### config.mk
export PLATFORM = sky130hd
export DESIGN_NAME = windowed_rms_voltage_monitor
export DESIGN_NICKNAME = d
export VERILOG_FILES = /design/src/design/rvm_pkg.sv /design/src/design/rvm_front.sv /design/src/design/rvm_queue.sv /design/src/design/rvm_back.sv /design/src/design/windowed_rms_voltage_monitor.sv
export SDC_FILE = /design/constraint.sdc
export NUM_CORES = 2
export LEC_CHECK = 0
export ABC_AREA = 0
export BUFFER_PORTS_ARGS = -buffer_cell sky130_fd_sc_hd__buf_2
export CAP_MARGIN = 20
export CORE_UTILIZATION = 30
export CTS_CLUSTER_DIAMETER = 40
export CTS_CLUSTER_SIZE = 28
export DETAILED_ROUTE_END_ITERATION = 12
export PLACE_DENSITY = 0.53
export SKIP_LAST_GASP = 1
export SYNTH_ARGS = -nofsm -noshare
export SYNTH_HDL_FRONTEND = slang
export SYNTH_SLANG_ARGS = --single-unit
### constraint.sdc
create_clock -name aclk -period 8.8 [get_ports aclk]
set_input_delay 1.76 -clock aclk [delete_from_list [all_inputs] [get_ports aclk]]
set_output_delay 1.76 -clock aclk [all_outputs]
set_load 0.01 [all_outputs]
### src/design/rvm_pkg.sv
// Shared constants, types and register codes for the windowed RMS voltage monitor.
package rvm_pkg;

    localparam int SAMPLE_BITS    = 16;
    localparam int SQ_BITS        = 2 * SAMPLE_BITS;
    localparam int ACC_BITS       = 40;
    localparam int SUM_BITS       = ((SQ_BITS > ACC_BITS) ? SQ_BITS : ACC_BITS) + 1;
    localparam int ROOT_BITS      = ACC_BITS / 2;
    localparam int COUNT_BITS     = 8;
    localparam int CODE_BITS      = 16;
    localparam int VOLT_BITS      = 16;
    localparam int VPC_BITS       = 24;
    localparam int FRAC_SHIFT     = 16;
    localparam int CFG_INDEX_BITS = 8;
    localparam int CFG_DATA_BITS  = 24;
    localparam int S_TDATA_BITS   = ((SAMPLE_BITS + 7) / 8) * 8;
    localparam int M_TDATA_BITS   = CODE_BITS + VOLT_BITS;
    localparam int M_TUSER_BITS   = 2;

    localparam logic [ACC_BITS-1:0] ACC_MAX = '1;

    localparam logic [CFG_INDEX_BITS-1:0] CFG_WINDOW_LENGTH  = 8'd0;
    localparam logic [CFG_INDEX_BITS-1:0] CFG_VOLTS_PER_CODE = 8'd1;
    localparam logic [CFG_INDEX_BITS-1:0] CFG_MIN_VOLTAGE    = 8'd2;
    localparam logic [CFG_INDEX_BITS-1:0] CFG_MAX_VOLTAGE    = 8'd3;

    localparam logic [COUNT_BITS-1:0] WINDOW_LENGTH_RST  = 8'd200;
    localparam logic [VPC_BITS-1:0]   VOLTS_PER_CODE_RST = 24'd10486;
    localparam logic [VOLT_BITS-1:0]  MIN_VOLTAGE_RST    = 16'd0;
    localparam logic [VOLT_BITS-1:0]  MAX_VOLTAGE_RST    = 16'hFFFF;

    typedef struct packed {
        logic [COUNT_BITS-1:0] window_length;
        logic [VPC_BITS-1:0]   volts_per_code;
        logic [VOLT_BITS-1:0]  min_voltage;
        logic [VOLT_BITS-1:0]  max_voltage;
    } cfg_t;

    typedef struct packed {
        logic [ACC_BITS-1:0]   square_sum;
        logic [COUNT_BITS-1:0] sample_count;
    } window_t;

    typedef struct packed {
        logic empty;
        logic full;
    } queue_status_t;

    typedef struct packed {
        logic [CODE_BITS-1:0] rms_code;
        logic [VOLT_BITS-1:0] rms_voltage;
        logic                 under_voltage;
        logic                 over_voltage;
    } result_t;

endpackage

### src/design/rvm_front.sv
// Front end: squares samples, accumulates the window and posts closed windows to the queue.
module rvm_front (
    input  logic                                aclk,
    input  logic                                aresetn,
    input  logic                                s_tvalid,
    output logic                                s_tready,
    input  logic [rvm_pkg::SAMPLE_BITS-1:0]     sample_code,
    input  logic [rvm_pkg::COUNT_BITS-1:0]      window_length,
    input  rvm_pkg::queue_status_t              q_status,
    output logic                                q_push,
    output rvm_pkg::window_t                    q_entry
);
    import rvm_pkg::*;

    logic [SAMPLE_BITS-1:0] mag;
    logic [SQ_BITS-1:0]     sq_next;
    logic [SQ_BITS-1:0]     sq_reg;
    logic                   sq_valid_reg;
    logic                   sq_valid_next;
    logic [ACC_BITS-1:0]    sum_reg;
    logic [ACC_BITS-1:0]    sum_next;
    logic [COUNT_BITS-1:0]  count_reg;
    logic [COUNT_BITS-1:0]  count_next;
    logic [SUM_BITS-1:0]    sum_wide;
    logic [ACC_BITS-1:0]    sum_sat;
    logic [COUNT_BITS-1:0]  count_inc;
    logic [COUNT_BITS-1:0]  win;
    logic                   close;
    logic                   advance;

    always_comb begin
        mag       = sample_code[SAMPLE_BITS-1] ? (~sample_code + 1'b1) : sample_code;
        sq_next   = SQ_BITS'(mag) * SQ_BITS'(mag);
        sum_wide  = SUM_BITS'(sum_reg) + SUM_BITS'(sq_reg);
        sum_sat   = (sum_wide > SUM_BITS'(ACC_MAX)) ? ACC_MAX : sum_wide[ACC_BITS-1:0];
        count_inc = count_reg + 1'b1;
        // a zero length closes on every sample
        win       = (window_length == '0) ? COUNT_BITS'(1) : window_length;
        close     = sq_valid_reg && (count_inc >= win);
        advance   = sq_valid_reg && (!close || !q_status.full);
        s_tready  = !sq_valid_reg || advance;
        q_push    = close && !q_status.full;
        q_entry.square_sum   = sum_sat;
        q_entry.sample_count = count_inc;

        sq_valid_next = s_tready ? s_tvalid : sq_valid_reg;
        sum_next      = sum_reg;
        count_next    = count_reg;
        if (advance) begin
            sum_next   = close ? '0 : sum_sat;
            count_next = close ? '0 : count_inc;
        end
    end

    always_ff @(posedge aclk) begin
        if (!aresetn) begin
            sq_valid_reg <= 1'b0;
            sum_reg      <= '0;
            count_reg    <= '0;
        end else begin
            sq_valid_reg <= sq_valid_next;
            sum_reg      <= sum_next;
            count_reg    <= count_next;
        end
    end

    always_ff @(posedge aclk) begin
        if (s_tvalid && s_tready) begin
            sq_reg <= sq_next;
        end
    end

endmodule

### src/design/rvm_queue.sv
// Two-entry queue of closed windows between the front and back ends.
module rvm_queue (
    input  logic                   aclk,
    input  logic                   aresetn,
    input  logic                   push,
    input  rvm_pkg::window_t       push_entry,
    input  logic                   pop,
    output rvm_pkg::window_t       head_entry,
    output rvm_pkg::queue_status_t status
);
    import rvm_pkg::*;

    window_t    mem [2];
    logic       wr_ptr_reg;
    logic       rd_ptr_reg;
    logic [1:0] fill_reg;
    logic [1:0] fill_next;

    always_comb begin
        status.empty = (fill_reg == 2'd0);
        status.full  = (fill_reg == 2'd2);
        head_entry   = mem[rd_ptr_reg];
        fill_next    = fill_reg;
        if (push && !pop) begin
            fill_next = fill_reg + 2'd1;
        end else if (pop && !push) begin
            fill_next = fill_reg - 2'd1;
        end
    end

    always_ff @(posedge aclk) begin
        if (!aresetn) begin
            wr_ptr_reg <= 1'b0;
            rd_ptr_reg <= 1'b0;
            fill_reg   <= 2'd0;
        end else begin
            if (push) begin
                wr_ptr_reg <= !wr_ptr_reg;
            end
            if (pop) begin
                rd_ptr_reg <= !rd_ptr_reg;
            end
            fill_reg <= fill_next;
        end
    end

    always_ff @(posedge aclk) begin
        if (push) begin
            mem[wr_ptr_reg] <= push_entry;
        end
    end

endmodule

### src/design/rvm_back.sv
// Back end: serial divide, digit-by-digit root, scaling, flags and the result register.
module rvm_back (
    input  logic                   aclk,
    input  logic                   aresetn,
    input  rvm_pkg::cfg_t          cfg,
    input  rvm_pkg::queue_status_t q_status,
    input  rvm_pkg::window_t       q_head,
    output logic                   q_pop,
    output logic                   m_tvalid,
    input  logic                   m_tready,
    output rvm_pkg::result_t       result
);
    import rvm_pkg::*;

    localparam int STEP_BITS = $clog2(ACC_BITS);
    localparam int SREM_BITS = ROOT_BITS + 1;
    localparam int SSH_BITS  = ROOT_BITS + 3;
    localparam int PROD_BITS = ROOT_BITS + VPC_BITS;
    localparam logic [PROD_BITS:0] ROUND_HALF = (PROD_BITS + 1)'(1) << (FRAC_SHIFT - 1);

    typedef enum logic [2:0] {
        ST_IDLE,
        ST_DIV,
        ST_SQRT,
        ST_MUL,
        ST_FIN
    } state_t;

    state_t                 state_reg;
    logic [STEP_BITS-1:0]   step_reg;
    logic [ACC_BITS-1:0]    dq_reg;
    logic [COUNT_BITS-1:0]  divisor_reg;
    logic [COUNT_BITS-1:0]  drem_reg;
    logic [SREM_BITS-1:0]   srem_reg;
    logic [ROOT_BITS-1:0]   root_reg;
    logic [PROD_BITS-1:0]   prod_reg;
    logic                   m_valid_reg;
    result_t                result_reg;

    logic [COUNT_BITS:0]    div_trial;
    logic [COUNT_BITS:0]    div_diff;
    logic                   div_ge;
    logic [SSH_BITS-1:0]    sq_shift;
    logic [SSH_BITS-1:0]    sq_trial;
    logic [SSH_BITS-1:0]    sq_diff;
    logic                   sq_ge;
    logic [PROD_BITS:0]     rounded;
    logic [VOLT_BITS-1:0]   volts;
    logic [CODE_BITS-1:0]   code;
    logic                   out_free;

    always_comb begin
        div_trial = {drem_reg, dq_reg[ACC_BITS-1]};
        div_diff  = div_trial - {1'b0, divisor_reg};
        div_ge    = div_trial >= {1'b0, divisor_reg};

        sq_shift  = {srem_reg, dq_reg[ACC_BITS-1 -: 2]};
        sq_trial  = SSH_BITS'({root_reg, 2'b01});
        sq_diff   = sq_shift - sq_trial;
        sq_ge     = sq_shift >= sq_trial;

        rounded   = (PROD_BITS + 1)'(prod_reg) + ROUND_HALF;
        volts     = (|rounded[PROD_BITS:VOLT_BITS+FRAC_SHIFT]) ? '1
                  : rounded[VOLT_BITS+FRAC_SHIFT-1:FRAC_SHIFT];
        code      = (|root_reg[ROOT_BITS-1:CODE_BITS]) ? '1 : root_reg[CODE_BITS-1:0];

        out_free  = !m_valid_reg || m_tready;
        q_pop     = (state_reg == ST_IDLE) && !q_status.empty;
        m_tvalid  = m_valid_reg;
        result    = result_reg;
    end

    always_ff @(posedge aclk) begin
        if (!aresetn) begin
            state_reg   <= ST_IDLE;
            step_reg    <= '0;
            m_valid_reg <= 1'b0;
        end else begin
            if (m_tready) begin
                m_valid_reg <= 1'b0;
            end
            unique case (state_reg)
                ST_IDLE: begin
                    if (!q_status.empty) begin
                        dq_reg      <= q_head.square_sum;
                        divisor_reg <= q_head.sample_count;
                        drem_reg    <= '0;
                        step_reg    <= '0;
                        state_reg   <= ST_DIV;
                    end
                end
                ST_DIV: begin
                    // shift one quotient bit in per cycle
                    drem_reg <= div_ge ? div_diff[COUNT_BITS-1:0] : div_trial[COUNT_BITS-1:0];
                    dq_reg   <= {dq_reg[ACC_BITS-2:0], div_ge};
                    if (step_reg == STEP_BITS'(ACC_BITS - 1)) begin
                        srem_reg  <= '0;
                        root_reg  <= '0;
                        step_reg  <= '0;
                        state_reg <= ST_SQRT;
                    end else begin
                        step_reg <= step_reg + 1'b1;
                    end
                end
                ST_SQRT: begin
                    // take two bits of the mean per root bit
                    srem_reg <= sq_ge ? sq_diff[SREM_BITS-1:0] : sq_shift[SREM_BITS-1:0];
                    root_reg <= {root_reg[ROOT_BITS-2:0], sq_ge};
                    dq_reg   <= {dq_reg[ACC_BITS-3:0], 2'b00};
                    if (step_reg == STEP_BITS'(ROOT_BITS - 1)) begin
                        state_reg <= ST_MUL;
                    end else begin
                        step_reg <= step_reg + 1'b1;
                    end
                end
                ST_MUL: begin
                    prod_reg  <= PROD_BITS'(root_reg) * PROD_BITS'(cfg.volts_per_code);
                    state_reg <= ST_FIN;
                end
                ST_FIN: begin
                    if (out_free) begin
                        result_reg.rms_code      <= code;
                        result_reg.rms_voltage   <= volts;
                        result_reg.under_voltage <= volts < cfg.min_voltage;
                        result_reg.over_voltage  <= volts > cfg.max_voltage;
                        m_valid_reg              <= 1'b1;
                        state_reg                <= ST_IDLE;
                    end
                end
                default: begin
                    state_reg <= ST_IDLE;
                end
            endcase
        end
    end

endmodule

### src/design/windowed_rms_voltage_monitor.sv
// Windowed RMS voltage monitor: the front end takes one signed sample per cycle, squares it
// and adds it into a 40-bit saturating sum; the sample that completes a window of
// window_length samples (zero counts as one) posts the sum and sample count to a two-entry
// queue, stalling the input only while the queue is full. The back end works on one window
// at a time through a shared serial unit: it takes the window from the queue, runs a 40-bit
// restoring divide and a 20-bit square root, then one multiply and a rounding and compare
// step, after which the result sits in the output register until taken. Input therefore
// runs at one sample per cycle while the queue has room; windows that close faster than the
// back end finishes them stall the input at its pace once the queue fills. rms_voltage is
// the root times volts_per_code (Q8.16) rounded to a 16-bit integer and saturated. There is
// no start-up clearing pass; the configuration port is always ready.
module windowed_rms_voltage_monitor (
    input  logic                                 aclk,
    input  logic                                 aresetn,
    input  logic                                 s_tvalid,
    output logic                                 s_tready,
    input  logic [rvm_pkg::S_TDATA_BITS-1:0]     s_tdata,   // [15:0] sample_code
    output logic                                 m_tvalid,
    input  logic                                 m_tready,
    output logic [rvm_pkg::M_TDATA_BITS-1:0]     m_tdata,   // [15:0] rms_code, [31:16] rms_voltage
    output logic [rvm_pkg::M_TUSER_BITS-1:0]     m_tuser,   // [0] under_voltage, [1] over_voltage
    input  logic                                 cfg_valid,
    output logic                                 cfg_ready,
    input  logic [rvm_pkg::CFG_INDEX_BITS-1:0]   cfg_index,
    input  logic [rvm_pkg::CFG_DATA_BITS-1:0]    cfg_data
);
    import rvm_pkg::*;

    cfg_t          cfg_reg;
    queue_status_t q_status;
    window_t       push_entry;
    window_t       head_entry;
    logic          q_push;
    logic          q_pop;
    result_t       result;

    assign cfg_ready = 1'b1;

    always_ff @(posedge aclk) begin
        if (!aresetn) begin
            cfg_reg.window_length  <= WINDOW_LENGTH_RST;
            cfg_reg.volts_per_code <= VOLTS_PER_CODE_RST;
            cfg_reg.min_voltage    <= MIN_VOLTAGE_RST;
            cfg_reg.max_voltage    <= MAX_VOLTAGE_RST;
        end else if (cfg_valid && cfg_ready) begin
            unique case (cfg_index)
                CFG_WINDOW_LENGTH:  cfg_reg.window_length  <= cfg_data[COUNT_BITS-1:0];
                CFG_VOLTS_PER_CODE: cfg_reg.volts_per_code <= cfg_data[VPC_BITS-1:0];
                CFG_MIN_VOLTAGE:    cfg_reg.min_voltage    <= cfg_data[VOLT_BITS-1:0];
                CFG_MAX_VOLTAGE:    cfg_reg.max_voltage    <= cfg_data[VOLT_BITS-1:0];
                default: begin
                    // drop writes to unused indexes
                end
            endcase
        end
    end

    rvm_front u_front (
        .aclk          (aclk),
        .aresetn       (aresetn),
        .s_tvalid      (s_tvalid),
        .s_tready      (s_tready),
        .sample_code   (s_tdata[SAMPLE_BITS-1:0]),
        .window_length (cfg_reg.window_length),
        .q_status      (q_status),
        .q_push        (q_push),
        .q_entry       (push_entry)
    );

    rvm_queue u_queue (
        .aclk       (aclk),
        .aresetn    (aresetn),
        .push       (q_push),
        .push_entry (push_entry),
        .pop        (q_pop),
        .head_entry (head_entry),
        .status     (q_status)
    );

    rvm_back u_back (
        .aclk     (aclk),
        .aresetn  (aresetn),
        .cfg      (cfg_reg),
        .q_status (q_status),
        .q_head   (head_entry),
        .q_pop    (q_pop),
        .m_tvalid (m_tvalid),
        .m_tready (m_tready),
        .result   (result)
    );

    assign m_tdata = {result.rms_voltage, result.rms_code};
    assign m_tuser = {result.over_voltage, result.under_voltage};

endmodule

# Word level (Yosys, flattened, before mapping)

Memory sizes are Yosys's and may differ from the RTL's. A register that Yosys moved wholly into a read port is not among the register bits.
Cells that the tools add are included.

Register bits after elaboration: 334
Bits in writable memories: 96
Memories: 1

Memory list:

| name        | words | width | rd ports | clocked after memory_dff | wr ports | RTL line        | text |
|---|---|---|---|---|---|---|---|
| u_queue.mem | 2     | 48    | 1        | 1                        | 1        | rvm_queue.sv:13 | `window_t mem [2];` |

Add/subtract/negate cells: 9
Multipliers: 2
Magnitude comparators: 6
Equality and inequality tests: 15
Mux-type cells: 34
Bitwise operators: 2
Reductions and logical operators: 41

Operators with widths:

| kind                                                                              | count |
|---|---|
| 40-bit two-way mux                                                                | 3 |
| 40-bit one-hot mux with 3 select lines                                            | 1 |
| 44-bit by 16-bit adder with 45-bit output, second input constant                  | 1 |
| 20-bit by 24-bit multiplier with 44-bit output                                    | 1 |
| 21-bit two-way mux                                                                | 2 |
| 21-bit one-hot mux with 2 select lines                                            | 1 |
| 40-bit by 32-bit adder with 41-bit output                                         | 1 |
| 41-bit by 40-bit greater-than comparator with 1-bit output, second input constant | 1 |
| 20-bit one-hot mux with 2 select lines                                            | 1 |
| 16-bit by 16-bit multiplier with 32-bit output                                    | 1 |
| 16-bit two-way mux                                                                | 2 |
| 8-bit two-way mux                                                                 | 4 |
| 23-bit by 22-bit greater-or-equal comparator with 1-bit output                    | 1 |
| 21-bit subtractor                                                                 | 1 |
| 20-bit two-way mux                                                                | 1 |
| 6-bit two-way mux                                                                 | 3 |
| 6-bit one-hot mux with 3 select lines                                             | 1 |
| 3-bit AND reduction                                                               | 6 |
| 16-bit by 1-bit adder with 16-bit output, second input constant                   | 1 |
| 8-bit by 2-bit equality test with 1-bit output, second input constant             | 2 |
| 16-bit greater-than comparator                                                    | 1 |
| 8-bit zero test                                                                   | 2 |
| 16-bit < comparator                                                               | 1 |
| 16-bit NOT                                                                        | 1 |
| 33 further kinds                                                                  | 69 |

# Depth between registers and ports, before layout

Depth after elaboration: 9
Mapped depth: 32
Mapped depth without buffers: 31

# Hierarchy

A second synthesis with hierarchy kept.

Cell total of the unflattened synthesis: 4476
Area, all modules: 43529.2 um^2

By module, submodules not included:

| module                       | times used | cells an instance | area each (um^2) | sequential area each (um^2) |
|---|---|---|---|---|
| rvm_back                     | 1          | 2614              | 24712.5          | 5004.8 |
| rvm_front                    | 1          | 1433              | 12475.7          | 1911.8 |
| rvm_queue                    | 1          | 171               | 3682.3           | 2982.9 |
| windowed_rms_voltage_monitor | 1          | 258               | 2658.8           | 1281.2 |

# Worst setup path before layout

Ideal clock, no wire load.

Path kind: input to register
Start: in s_tdata[0] in the netlist's numbering
End: reg u_front.sq_reg[30] (data pin)
Library setup time: 0.271 ns
Data arrival time: 9.005 ns
Required time: 8.529 ns
Slack: -0.476 ns
Stages on the path: 32
Path buffers: 1
Path through: inv_1 -> clkbuf_1 -> ha_1 -> nand2_1 -> o21ai_0 -> xor2_1 -> clkinv_1 -> nand2_1 -> inv_1 -> fa_1 -> inv_1 -> fa_1 -> inv_1 -> fa_1 -> inv_1 -> fa_1 -> inv_1 -> fa_1 -> inv_1 -> fa_1 -> inv_1 -> ha_1 -> a21o_1 -> a21o_1 -> a21oi_1 -> and3_1 -> a22o_1 -> o21ai_1 -> a41oi_1 -> nand2b_1 -> a2111oi_0 -> xnor2_1

Word-level cells in the longest chain between the ends: 4

RTL lines:

| element                                            | RTL line                           | text |
|---|---|---|
| from (decl)                                        | windowed_rms_voltage_monitor.sv:17 | `input logic [rvm_pkg::S_TDATA_BITS-1:0] s_tdata,` |
| 16-bit NOT                                         | rvm_front.sv:32                    | `mag = sample_code[SAMPLE_BITS-1] ? (~sample_code + 1'b1) : sample_code;` |
| 16-bit by 1-bit adder with 16-bit output           | rvm_front.sv:32                    |  |
| 16-bit two-way mux (*)                             | rvm_front.sv:32                    |  |
| 16-bit by 16-bit multiplier with 32-bit output (*) | rvm_front.sv:33                    | `sq_next = SQ_BITS'(mag) * SQ_BITS'(mag);` |
| via u_front.sq_next[30]                            | rvm_front.sv:16                    | `logic [SQ_BITS-1:0] sq_next;` |
| to (signal assigned)                               | rvm_front.sv:69                    | `sq_reg <= sq_next;` |
| to (decl)                                          | rvm_front.sv:17                    | `logic [SQ_BITS-1:0] sq_reg;` |

The timed path passes the listed nets; every way through them passes the cells marked *.
A chain may end at the register's enable or synchronous reset.

# Final worst setup path

Start: in s_tdata[4] in the netlist's numbering
End: reg u_front.sq_reg[30] (data pin)

Same word-level chain as after synthesis.

==> flow_summary_export.csv <==
group,metric,value,unit
outcome,status,"complete, no violations",
global_routing,antenna_found_initial,1,
worst_hold_path,min_path_type,"flip-flop to flip-flop",
route,via_per_inst,4.655,
clocking,insertion_delay,0.67,ns
layout,area_delta_synth_final,14.34,%
route,vias,30203,
die,dieHeight,378.9,um
global_routing,gr-total-overflow,0,
setup_path,cp.arrival,8.71,ns
yosys,synthTopCellsByCount,"inv_1, fa_1, nand2_1",
yosys,synth_top_area_share,26.22,%
yosys,synth_area_leaders,"fa_1, edfxtp_1, ha_1",
yosys,netlist_area,0.04260,mm^2
layout,drive_above_1_share,10.52,%
setup_path,end_kind,"flip-flop",
clocking,path_clk_slew,0.05,ns
sta,setup_tns,0,ns
clocking,cts_sinks,415,
worst_hold_path,whs_path_depth,1,
setup_path,r2r_cells,24,
power,leakage,22.46,nW
placed_design,dpl_cell_area,0.04624,mm^2
power,power.density,297.8,mW/mm^2
sta,finalSetupViolations,0,
yosys,ys_seq_area_share,26.24,%
die,coreArea,0.1402,mm^2
layout,antennaDiodeCount,0,
global_routing,grt_pass1_wl,177600,um
global_routing,grt_pass1_vias,31766,
layout,post-route-cell-area,0.04871,mm^2
sta,finalHoldViolCount,0,
sta,rsz0062_at_grt,"false",
placed_design,port_buffers,88,
power,total_power,14.50,mW
setup_path,rr_endpoint,"u_back.prod_reg[41]",
sta,holdWs,0.4802,ns
clocking,holdBufCountCts,0,
sta,relSlewSlack,19.95,%
setup_path,worstSetupStartpointType,"input port",
layout,fin_cells,6488,
sta,setup_slack,0.4848,ns
setup_path,r2r_start,"u_back.root_reg[3]",
route,wl,110100,um
yosys,synthArstFlopShare,0,%
setup_path,crit_end,"u_front.sq_reg[30]",
sta,slew_violations,0,
global_routing,grt_usage,15.80,%
yosys,syn-instance-count,4377,
clocking,cts-resized-gates,0,
clocking,post_cts.repair.setup_buffers,0,
clocking,ctsHtreeMaxLevel,3,
route,wire_per_inst,16.97,um
clocking,cts_root_buf,"clkbuf_16",
run,maxCapViolCount,0,
die,io_pins,90,
die,initial_core_util,30.38,%
die,dieArea,0.1435,mm^2
yosys,yosysMostFrequentCell,"inv_1",
clocking,cts_tree,"built",
sta,fin_crit,8.315,ns
yosys,avgSynthCellArea,9.734,um^2
setup_path,crit_type,"input port to flip-flop",
yosys,synth_cell_types,93,
yosys,yosys_most_used_dff,"edfxtp_1",
layout,nets,5520,
layout,largest_register_ffs,96,
placed_design,dp_cells,6358,
global_routing,grt_max_degree,66,
yosys,ys_warn_count,0,
placed_design,gp_congestion,0.8408,
route,ant_nets,0,
die,die_width,378.9,um
clocking,cts.path.max_buffers,3,
route,drc,0,
yosys,synth_top_area_cell,"fa_1",
placed_design,pre_cts_slack,-0.3684,ns
power,ir_worst_vdd,0.0005295,V
yosys,synth-edff-count,287,
setup_path,crit_fanout,3,
sta,period_share,94.49,%
setup_path,cp-startpoint,"s_tdata[4]",
die,rows,137,
route,dr.pass1.iters,5,
sta,fin_skew,0.04756,ns
sta,worstMarginPinSlew,1.201,ns
setup_path,worstPathRequired,9.20,ns
clocking,cts_buffers,69,
setup_path,r2r_slack,0.56,ns
route,drt_iter0_drc,1617,
layout,final_util,34.74,%
yosys,ys_ff_latch,415,
sta,max_freq,0.1203,GHz
placed_design,dp_hpwl,85820,um
## layer usage
metal / part of all wire, % / track usage, % / up-vias
li1: - / - / 14451
met1: 46 / 20.99 / 15050
met2: 47 / 26.32 / 538
met3: 4.2 / 2.197 / 164
met4: 2.9 / 5.242 / 0
met5: 0 / 0 / -
## report_power, final
group	switching, mW	total [mW]	leakage (nW)	internal, mW
logic	4.65	8.83	17.7	4.19
registers	0.116	2.91	3.59	2.80
clock network	1.13	2.76	1.16	1.63
## cells in the final DEF, fill, tap and decap left out, drive strengths merged, types with 11 or more instances in the layout
| cell type | count |
|---|---|
| inv | 797 |
| fa | 558 |
| nand2 | 544 |
| ha | 354 |
| edfxtp | 287 |
| buf | 279 |
| and2 | 233 |
| nor2 | 229 |
| a21oi | 162 |
| dfxtp | 128 |
| o21ai | 123 |
| xnor2 | 100 |
| mux2i | 82 |
| clkbuf | 78 |
| a21o | 70 |
| xor2 | 64 |
| nand3 | 54 |
| a22oi | 38 |
| a22o | 34 |
| clkinv | 32 |
| nand4 | 30 |
| nor2b | 29 |
| nand2b | 26 |
| o211ai | 26 |
| nor3 | 25 |
| and3 | 23 |
| a211oi | 14 |
| o21bai | 14 |
| or2 | 13 |
| conb | 12 |
| a31oi | 11 |
## worst max-delay path, stage by stage
cell and delay (ns):
buf_2 0.15, or4_4 0.51, nor4_2 0.20, nand2b_1 0.21
o41ai_4 0.43, xnor2_1 0.19, buf_4 0.15, nand2_1 0.09
inv_1 0.10, fa_1 0.45, fa_1 0.53, fa_1 0.47
fa_1 0.52, fa_1 0.54, inv_1 0.06, fa_1 0.52
inv_1 0.05, ha_1 0.30, a21o_1 0.16, a21o_1 0.19
a21oi_1 0.13, o21ai_1 0.11, a41oi_2 0.25, nand2b_1 0.12
a2111oi_2 0.39, xnor2_1 0.10
## kinds of logic (layout without fill, tap and decap cells)
| logic type | count (synthesis) | count (layout) | synth area share [%] |
|---|---|---|---|
| AO/OA/AOI/OAI | 575 | 575 | 8.846 |
| XOR/XNOR | 164 | 164 | 3.407 |
| adder cells (fa/ha/maj) | 912 | 912 | 36.62 |
| buffers and inverters | 968 | 1193 | 8.646 |
| flip-flops | 415 | 415 | 26.24 |
| multiplexers | 92 | 92 | 2.191 |
| other | 2 | 12 | 0.01763 |
| AND/OR/NAND/NOR | 1249 | 1249 | 14.03 |
## worst min path at each step
| stage | endpoint | start |
|---|---|---|
| floorplan | cfg_reg[35] | cfg_reg[35] |
| global placement | u_front.sum_reg[9] | u_front.sum_reg[9] |
| finish | u_front.sum_reg[26] | u_front.sum_reg[26] |
| detailed placement | u_front.sum_reg[3] | u_front.sum_reg[3] |
| global route | u_front.sum_reg[9] | u_front.sum_reg[9] |
| CTS | u_front.sum_reg[28] | u_front.sum_reg[28] |
## final cells by class
type	count	area (um^2)
Inverter	785	2950
Clock inverter	51	619.3
Clock buffer	77	1787
Sequential cell	415	11180
Fill cell	14409	91500
Multi-Input combinational cell	3004	27900
Timing Repair Buffer	280	1932
Tap cell	1876	2347
Power figures use the tool's default switching activity.
